**config.mk**
```make
export PLATFORM = sky130hd
export DESIGN_NAME = bpr_sgd_upd
export DESIGN_NICKNAME = d
export VERILOG_FILES = /design/src/rtl/core/bpr_sgd_pkg.sv /design/src/rtl/core/bpr_sgd_upd.sv
export SDC_FILE = /design/constraint.sdc
export NUM_CORES = 2
export LEC_CHECK = 0
export ABC_AREA = 1
export BUFFER_PORTS_ARGS = -buffer_cell sky130_fd_sc_hd__buf_2
export CORE_UTILIZATION = 40
export CTS_CLUSTER_SIZE = 16
export DETAILED_ROUTE_END_ITERATION = 8
export PLACE_DENSITY = 0.67
export SKIP_LAST_GASP = 1
export SLEW_MARGIN = 15
export SYNTH_ARGS = -nofsm -noshare
export SYNTH_HDL_FRONTEND = slang
export SYNTH_SLANG_ARGS = --single-unit
```
**constraint.sdc**
```tcl
create_clock -name clock -period 10.25 [get_ports clock]
set_input_delay 1.025 -clock clock [delete_from_list [all_inputs] [get_ports clock]]
set_output_delay 1.025 -clock clock [all_outputs]
set_load 0.02 [all_outputs]
```
**src/rtl/core/bpr_sgd_pkg.sv**
```systemverilog
// Package for the BPR factor SGD core: sizes, codes, shared structs,
// saturation helper and the sigmoid table built at elaboration.
// No dependencies.
`timescale 1ns / 1ps

package bpr_sgd_pkg;

   // Table sizes and number format
   localparam int NUM_USERS = 1024;
   localparam int NUM_ITEMS = 4096;
   localparam int FACTORS   = 16;
   localparam int FRAC_BITS = 16;

   localparam int USER_W  = 10;
   localparam int ITEM_W  = 12;
   localparam int K_W     = 4;
   localparam int CSR_W   = 16;
   localparam int UADDR_W = USER_W + K_W;
   localparam int IADDR_W = ITEM_W + K_W;

   localparam logic [63:0]        EXP_STEP_Q32 = 64'd4162825044;
   localparam logic signed [63:0] SAT_MAX      = 64'sd2147483647;
   localparam logic signed [63:0] SAT_MIN      = -64'sd2147483648;
   // 1.0 in the stored format
   localparam logic signed [32:0] ONE_Q        = 33'sd1 <<< FRAC_BITS;

   typedef enum logic [2:0] {
      ACT_WR_USER = 3'd0,
      ACT_WR_ITEM = 3'd1,
      ACT_WR_BIAS = 3'd2,
      ACT_PREDICT = 3'd3,
      ACT_UPDATE  = 3'd4
   } action_type;

   typedef enum logic [1:0] {
      CSR_LEARN_RATE = 2'd0,
      CSR_FACTOR_REG = 2'd1,
      CSR_BIAS_REG   = 2'd2
   } csr_type;

   typedef enum logic [2:0] {
      DST_BIAS_P = 3'd0,
      DST_BIAS_N = 3'd1,
      DST_USER   = 3'd2,
      DST_ITEM_P = 3'd3,
      DST_ITEM_N = 3'd4
   } dest_type;

   typedef enum logic [4:0] {
      ST_CLEAR,
      ST_IDLE,
      ST_BIAS_P,
      ST_BIAS_N,
      ST_BIAS_X,
      ST_RD_P,
      ST_RD_N,
      ST_DIFF,
      ST_MUL,
      ST_ACC,
      ST_SIG,
      ST_FB_P,
      ST_FB_N,
      ST_FU,
      ST_FP,
      ST_FN,
      ST_DRAIN,
      ST_DONE
   } state_type;

   // One step request into the update unit
   typedef struct packed {
      logic                valid;
      logic signed [31:0]  x;
      logic [15:0]         w;
      logic signed [32:0]  y;
      logic                neg;
      dest_type            dest;
      logic [IADDR_W-1:0]  addr;
   } upd_req_type;

   // Write-back from the update unit
   typedef struct packed {
      logic                valid;
      logic                sat;
      dest_type            dest;
      logic [IADDR_W-1:0]  addr;
      logic signed [31:0]  value;
   } upd_wr_type;

   typedef struct packed {
      logic               sat;
      logic signed [31:0] value;
   } sat_type;

   typedef logic [255:0][16:0] sig_rom_type;

   // Clip to the signed 32-bit range
   function automatic sat_type sat32(input logic signed [63:0] v);
      sat_type r;
      if (v > SAT_MAX) begin
         r.sat   = 1'b1;
         r.value = 32'sh7fffffff;
      end else if (v < SAT_MIN) begin
         r.sat   = 1'b1;
         r.value = 32'sh80000000;
      end else begin
         r.sat   = 1'b0;
         r.value = v[31:0];
      end
      return r;
   endfunction

   // Restoring long division, used only while building the table
   function automatic logic [16:0] div_q(input logic [48:0] num, input logic [32:0] den);
      logic [33:0] rem;
      logic [48:0] q;
      int          i;
      rem = '0;
      q   = '0;
      for (i = 48; i >= 0; i--) begin
         rem = {rem[32:0], num[i]};
         if (rem >= {1'b0, den}) begin
            rem  = rem - {1'b0, den};
            q[i] = 1'b1;
         end
      end
      return q[16:0];
   endfunction

   // Sigmoid at the midpoint of each 1/16 step over [-8, 8), Q0.16
   function automatic sig_rom_type build_sig_rom();
      sig_rom_type rom;
      logic [63:0] p;
      logic [32:0] den;
      logic [48:0] num;
      logic [16:0] val;
      int          n;
      int          i;
      rom = '0;
      p   = 64'h1_0000_0000;
      for (n = 1; n <= 255; n++) begin
         p = (p * EXP_STEP_Q32 + 64'h8000_0000) >> 32;
         if (n % 2 == 1) begin
            i   = (255 - n) / 2;
            den = 33'h1_0000_0000 + p[32:0];
            num = {p[32:0], 16'h0000} + {16'h0000, den[32:1]};
            val = div_q(num, den);
            rom[i[7:0]]         = val;
            rom[8'(255 - i)]    = 17'd65536 - val;
         end
      end
      return rom;
   endfunction

   localparam sig_rom_type SIG_ROM = build_sig_rom();

endpackage

```
**src/rtl/core/bpr_sgd_upd.sv**
```systemverilog
// Three-stage SGD update datapath: new = sat(x + rnd(lr*(g - rnd(w*x)))),
// g = +/-rnd(tau*y). Depends on bpr_sgd_pkg.
`timescale 1ns / 1ps

module bpr_sgd_upd import bpr_sgd_pkg::*; (
   input  logic        clock,
   input  logic        reset,
   input  logic [16:0] tau,
   input  logic [15:0] step_rate,
   input  upd_req_type req,
   output upd_wr_type  wr,
   output logic        busy
);

   // stage 1: regularisation term and gradient term
   logic signed [48:0] wx_prod;
   logic signed [49:0] wx_rnd;
   logic signed [50:0] ty_prod;
   logic signed [51:0] ty_rnd;
   logic signed [35:0] g_pos;
   logic signed [36:0] g_in;
   logic signed [33:0] r_in;

   logic               v1_ff;
   logic signed [31:0] x1_ff;
   logic signed [33:0] r1_ff;
   logic signed [36:0] g1_ff;
   dest_type           dest1_ff;
   logic [IADDR_W-1:0] addr1_ff;

   // stage 2: step scaled by the learning rate
   logic signed [37:0] diff;
   logic signed [54:0] m_in;

   logic               v2_ff;
   logic signed [31:0] x2_ff;
   logic signed [54:0] m2_ff;
   dest_type           dest2_ff;
   logic [IADDR_W-1:0] addr2_ff;

   // stage 3: round, add, clip
   logic signed [55:0] m_rnd;
   logic signed [39:0] rm;
   logic signed [63:0] sum;
   sat_type            res;
   upd_wr_type         wr_ff;

   always_comb begin
      wx_prod = $signed({1'b0, req.w}) * req.x;
      wx_rnd  = {wx_prod[48], wx_prod} + 50'sd32768;
      r_in    = wx_rnd[49:16];
      ty_prod = $signed({1'b0, tau}) * req.y;
      ty_rnd  = {ty_prod[50], ty_prod} + 52'sd32768;
      g_pos   = ty_rnd[51:16];
      g_in    = req.neg ? -{g_pos[35], g_pos} : {g_pos[35], g_pos};
   end

   always_comb begin
      diff = {g1_ff[36], g1_ff} - {{4{r1_ff[33]}}, r1_ff};
      m_in = $signed({1'b0, step_rate}) * diff;
   end

   always_comb begin
      m_rnd = {m2_ff[54], m2_ff} + 56'sd32768;
      rm    = m_rnd[55:16];
      sum   = {{24{rm[39]}}, rm} + {{32{x2_ff[31]}}, x2_ff};
      res   = sat32(sum);
   end

   always_ff @(posedge clock) begin
      if (reset) begin
         v1_ff    <= 1'b0;
         v2_ff    <= 1'b0;
         wr_ff.valid <= 1'b0;
      end else begin
         v1_ff       <= req.valid;
         v2_ff       <= v1_ff;
         wr_ff.valid <= v2_ff;
      end
      x1_ff    <= req.x;
      r1_ff    <= r_in;
      g1_ff    <= g_in;
      dest1_ff <= req.dest;
      addr1_ff <= req.addr;
      x2_ff    <= x1_ff;
      m2_ff    <= m_in;
      dest2_ff <= dest1_ff;
      addr2_ff <= addr1_ff;
      wr_ff.sat   <= res.sat;
      wr_ff.value <= res.value;
      wr_ff.dest  <= dest2_ff;
      wr_ff.addr  <= addr2_ff;
   end

   assign wr   = wr_ff;
   assign busy = v1_ff | v2_ff | wr_ff.valid;

endmodule

```
### After elaboration in Yosys (flattened, before gate mapping)

Cells that the tools add are included.

* bits in read-only memories: 0
* memories: 0
* bits in registers: 283
* input bits: 137
* output and inout port bits: 54
* latch bits: 0
* RAM bits: 0

* divide/modulo/power cells: 0
* bitwise logic cells: 2
* reductions and logical operators: 0
* eq/ne operators: 0
* add/subtract/negate cells: 6
* multiplexer cells: 2
* multipliers: 3
* shift-type cells: 0
* $lt $le $gt $ge: 2

Operators with widths (count)
* $add 55x17->56 const B: 1
* $mul 17x38->55: 1
* $add 51x17->52 const B: 1
* $mul 18x33->51: 1
* $add 49x17->50 const B: 1
* $mul 17x32->49: 1
* $add 40x32->41: 1
* $gt 41x32->1 const B: 1
* $lt 41x32->1 const B: 1
* $sub 37x34->38: 1
* $mux 37: 1
* $neg 37->37: 1
* $mux 33: 1
* $or 1x1->1: 2

### Logic depth before layout (Yosys ltp)

* depth after elaboration: 4
* mapped depth: 42
* gate-level depth less buffers: 41

### Worst setup path after synthesis

OpenSTA, ideal clock, no wires.

* kind: flip-flop to flip-flop
* start point: reg g1_ff[0]
* end point: reg m2_ff[54]
* stages on the path, launching flop included: 37
* arrival time: 6953 ps
* path buffers: 1
* clock period less this slack: 7076 ps
* required time: 10127 ps
* setup slack: 3174 ps
* setup time: 123 ps
* path through: dfxtp_1 inv_1 ha_1 fa_1 inv_1 nand3_1 nand2_1 a21oi_4 o21ai_4 a21oi_4 o21ai_2 a21oi_1 o21ai_0 xor2_1 buf_2 nand2_1 fa_1 fa_1 fa_1 inv_1 fa_1 fa_1 inv_1 fa_1 inv_1 ha_1 nand2_1 nor2_1 inv_1 nor3_1 and3_1 nand3_1 nand3_1 nand2_1 o211ai_1 a21oi_1 xor2_1

* word-level cells in the longest chain between the ends: 2

Ends and longest elaborated chain
* start: declaration: line bpr_sgd_upd.sv:27 `logic signed [36:0] g1_ff;`
* start signal: assignment: line bpr_sgd_upd.sv:82 `g1_ff <= g_in;`
* $sub 37x34->38: line bpr_sgd_upd.sv:59 `diff = {g1_ff[36], g1_ff} - {{4{r1_ff[33]}}, r1_ff};`
* $mul 17x38->55: line bpr_sgd_upd.sv:60 `m_in = $signed({1'b0, step_rate}) * diff;`
* named net m_in[54]: line bpr_sgd_upd.sv:33 `logic signed [54:0] m_in;`
* end signal: assignment: line bpr_sgd_upd.sv:86 `m2_ff <= m_in;`
* end: declaration: line bpr_sgd_upd.sv:37 `logic signed [54:0] m2_ff;`

The timed path passes the listed nets, and every way through them passes these cells.
A chain may end at the register's enable or synchronous reset.

### Final worst setup path

* start point: reg r1_ff[2]
* end point: reg m2_ff[52]

* word-level cells in the longest chain between the ends: 2

Ends and longest elaborated chain
* start: declaration: line bpr_sgd_upd.sv:26 `logic signed [33:0] r1_ff;`
* start signal: assignment: line bpr_sgd_upd.sv:81 `r1_ff <= r_in;`
* $sub 37x34->38: line bpr_sgd_upd.sv:59
* $mul 17x38->55: line bpr_sgd_upd.sv:60
* named net m_in[52]: line bpr_sgd_upd.sv:33

The timed path passes the listed nets, and every way through them passes these cells.

==> flow_metrics.env <==
export IMPL_viasPerCell=4.94
export IMPL_hold_path_startpoint="addr2_ff[13]"
export IMPL_grt_pass1_wl_um=347000
export IMPL_arrival_ns=9.03
export IMPL_numCtsBuffers=31
export IMPL_syn_inst=9614
export IMPL_drc_errors=0
export IMPL_first_iter_violations=4375
export IMPL_synth_top_flop_cell="dfxtp_1"
export IMPL_max_cap_violations=0
export IMPL_r2r_slack_ns=1.70
export IMPL_wirelength_um=216000
export IMPL_avgSynthCellArea_um2=7.71
export IMPL_chipHeight_um=432
export IMPL_ys_seq_area_frac=0.0724
export IMPL_clockBufferDepth=3
export IMPL_port_buffers=190
export IMPL_worst_r2r_path_depth=34
export IMPL_ctsHoldBuffers=0
export IMPL_async_flop_share=0
export IMPL_die_area_um2=187000
export IMPL_rsz0062_at_grt="false"
export IMPL_hpwl_um=179000
export IMPL_multiInputGateArea_um2=56800
export IMPL_dr_pass1_iters=5
export IMPL_place_inst=12000
export IMPL_slew_headroom=0.193
export IMPL_cp_slowest_cell="fa_1"
export IMPL_max_slew_worst_pin_slew_ns=1.21
export IMPL_cts_tree="built"
export IMPL_rr_startpoint="r1_ff[2]"
export IMPL_die_w_um=432
export IMPL_status="completed"
export IMPL_num_rows=157
export IMPL_hold_class="reg -> reg"
export IMPL_drv_slew=0
export IMPL_crit_path_end_kind="flip-flop"
export IMPL_postCtsSetupBuffers=0
export IMPL_drive_gt1_frac=0.0437
export IMPL_timing_rr_end="m2_ff[52]"
export IMPL_met1_usage=0.312
export IMPL_start_util=0.404
export IMPL_ys_seq_elements=268
export IMPL_grt_overflow_total=0
export IMPL_period_minus_slack_ns=8.55
export IMPL_ys_warnings_count=0
export IMPL_cp_max_fo=11
export IMPL_grt_max_degree=39
export IMPL_clk_pin_slew_worst_paths_ns=0.08
export IMPL_core_um2=183000
export IMPL_fin_cells=12000
export IMPL_routedWlPerCell_um=18.0
export IMPL_nets=11800
export IMPL_clock_sinks=268
export IMPL_setup_tns_ns=0
export IMPL_synth_edf_count=0
export IMPL_crit_top_cell="nand2_1"
export IMPL_syn_area_um2=74100
export IMPL_crit_type="reg -> reg"
export IMPL_whs_path_depth=0
export IMPL_hold_end="wr[45]"
export IMPL_grt_busiest_layer="met2"
export IMPL_cts_root_buffer="clkbuf_16"
export IMPL_syn_nets=11800
export IMPL_antenna_found_initial=19
export IMPL_fin_crit_sh=0.834
export IMPL_track_usage=0.236
export IMPL_routabilityCongestion=0.962
export IMPL_clk_latency_ns=0.61
export IMPL_io_pins=191
export IMPL_skew_ns=0.0298
export IMPL_worstPathRequired_ns=10.73
export IMPL_fillerInstances=18500
export IMPL_yosysUniqueCellTypes=62
export IMPL_vias=59400
export IMPL_timing_fmax_mhz=117
export IMPL_final_cell_mix="inv_1, nand2_1, fa_1"
export IMPL_hold_viol=0
export IMPL_met2_usage=0.402
export IMPL_startpoint_type="flip-flop"
export IMPL_grt_pass1_vias=64000
export IMPL_layout_commonest_cell="inv_1"
export IMPL_grt_use_met3=0.0300
export IMPL_cpPeakStageDelay_ns=0.55
export IMPL_cts_repair_resized=0
export IMPL_area_growth_pct=5.39
export IMPL_cts_htree_levels=1
export IMPL_seqCellArea_um2=5370
export IMPL_setup_viol=0
export IMPL_ant_nets=0
[registers in the layout, indices dropped and copies added, names as in the netlist]
signal    cells
wr           53
dest2_ff      3
x2_ff        32
v1_ff         1
v2_ff         1
m2_ff        40
g1_ff        37
addr2_ff     16
addr1_ff     16
dest1_ff      3
r1_ff        34
x1_ff        32
[cell families after synthesis]
logic type / Yosys count / share of synthesized area
AND/OR/NAND/NOR: 3297 / 0.180
flip-flops: 268 / 0.0724
adder cells (fa/ha/maj): 2098 / 0.516
AO/OA/AOI/OAI: 568 / 0.0442
XOR/XNOR: 213 / 0.0258
buffers and inverters: 3170 / 0.162
[synthesized netlist by cell type (all sizes together) (5+ instances only)]
| cell type | n | area (µm²) |
|---|---|---|
| o31ai | 5 | 37.5 |
| nor2 | 628 | 2430 |
| nor3 | 40 | 225 |
| dfxtp | 268 | 5370 |
| a21oi | 271 | 1430 |
| o21ai | 151 | 778 |
| fa | 1598 | 32000 |
| inv | 2823 | 10600 |
| xnor2 | 67 | 602 |
| clkbuf | 313 | 1170 |
| buf | 29 | 195 |
| a21o | 17 | 128 |
| a21boi | 6 | 48.8 |
| nand3 | 202 | 1050 |
| a31oi | 48 | 300 |
| clkinv | 5 | 18.8 |
| nand3b | 10 | 75.1 |
| o21bai | 21 | 161 |
| nand4 | 49 | 307 |
| o21a | 21 | 158 |
| or2 | 44 | 275 |
| ha | 500 | 6260 |
| o221ai | 6 | 52.6 |
| xor2 | 146 | 1310 |
| nand2 | 2290 | 8710 |
| nor4 | 25 | 178 |
[critical path, delay by kind of cell, from the launching register on]
| kind | cells | cell delay (ns) |
|---|---|---|
| xor gates and xnor gates | 1 | 0.16 |
| and+or+nand+nor | 10 | 1.32 |
| adders and majority gates | 8 | 3.88 |
| buffers and inverters | 5 | 0.69 |
| DFF | 1 | 0.31 |
| AOI/OAI and AO/OA | 10 | 2.05 |
[through the flow]
stage	cell area (µm²)	setup slack [ns]	hold WS, ns	util
floorplan	74100	3.17	0.310	-
global placement	77000	1.90	0.311	0.419
detailed placement	77000	1.89	0.312	0.419
CTS	78100	1.82	0.323	0.425
global route	78100	1.37	0.329	0.426
finish	78100	1.70	0.324	0.426
[worst max path at each step]
stage          slack (ns)  startpoint        end  depth (start not counted)
2_1_floorplan        3.17    g1_ff[0]  m2_ff[54]                         36
3_3_place_gp         1.90    g1_ff[0]  m2_ff[54]                         33
3_5_place_dp         1.89    r1_ff[2]  m2_ff[54]                         34
4_1_cts              1.82    r1_ff[2]  m2_ff[52]                         34
5_1_grt              1.37    r1_ff[2]  m2_ff[54]                         34
6_report             1.70    r1_ff[2]  m2_ff[52]                         34
[layout make-up]
type | instances | share of cell area
clock inverters | 20 | 0.00346
inverters | 2828 | 0.136
flip-flops and latches | 268 | 0.0687
clock buffers | 36 | 0.0106
well taps | 2464 | 0.0395
multi-input cells | 6176 | 0.727
repair buffers | 214 | 0.0145
diodes | 6 | 0.000192
[layer usage]
layer,share of wire,vias to the layer above
met3,0.070,438
met2,0.48,2228
met5,0.000060,-
met1,0.42,29500
li1,-,27200
met4,0.030,2
Power is not shown: default switching activity piles up to over one toggle a cycle in this logic, so the estimate is an artifact.
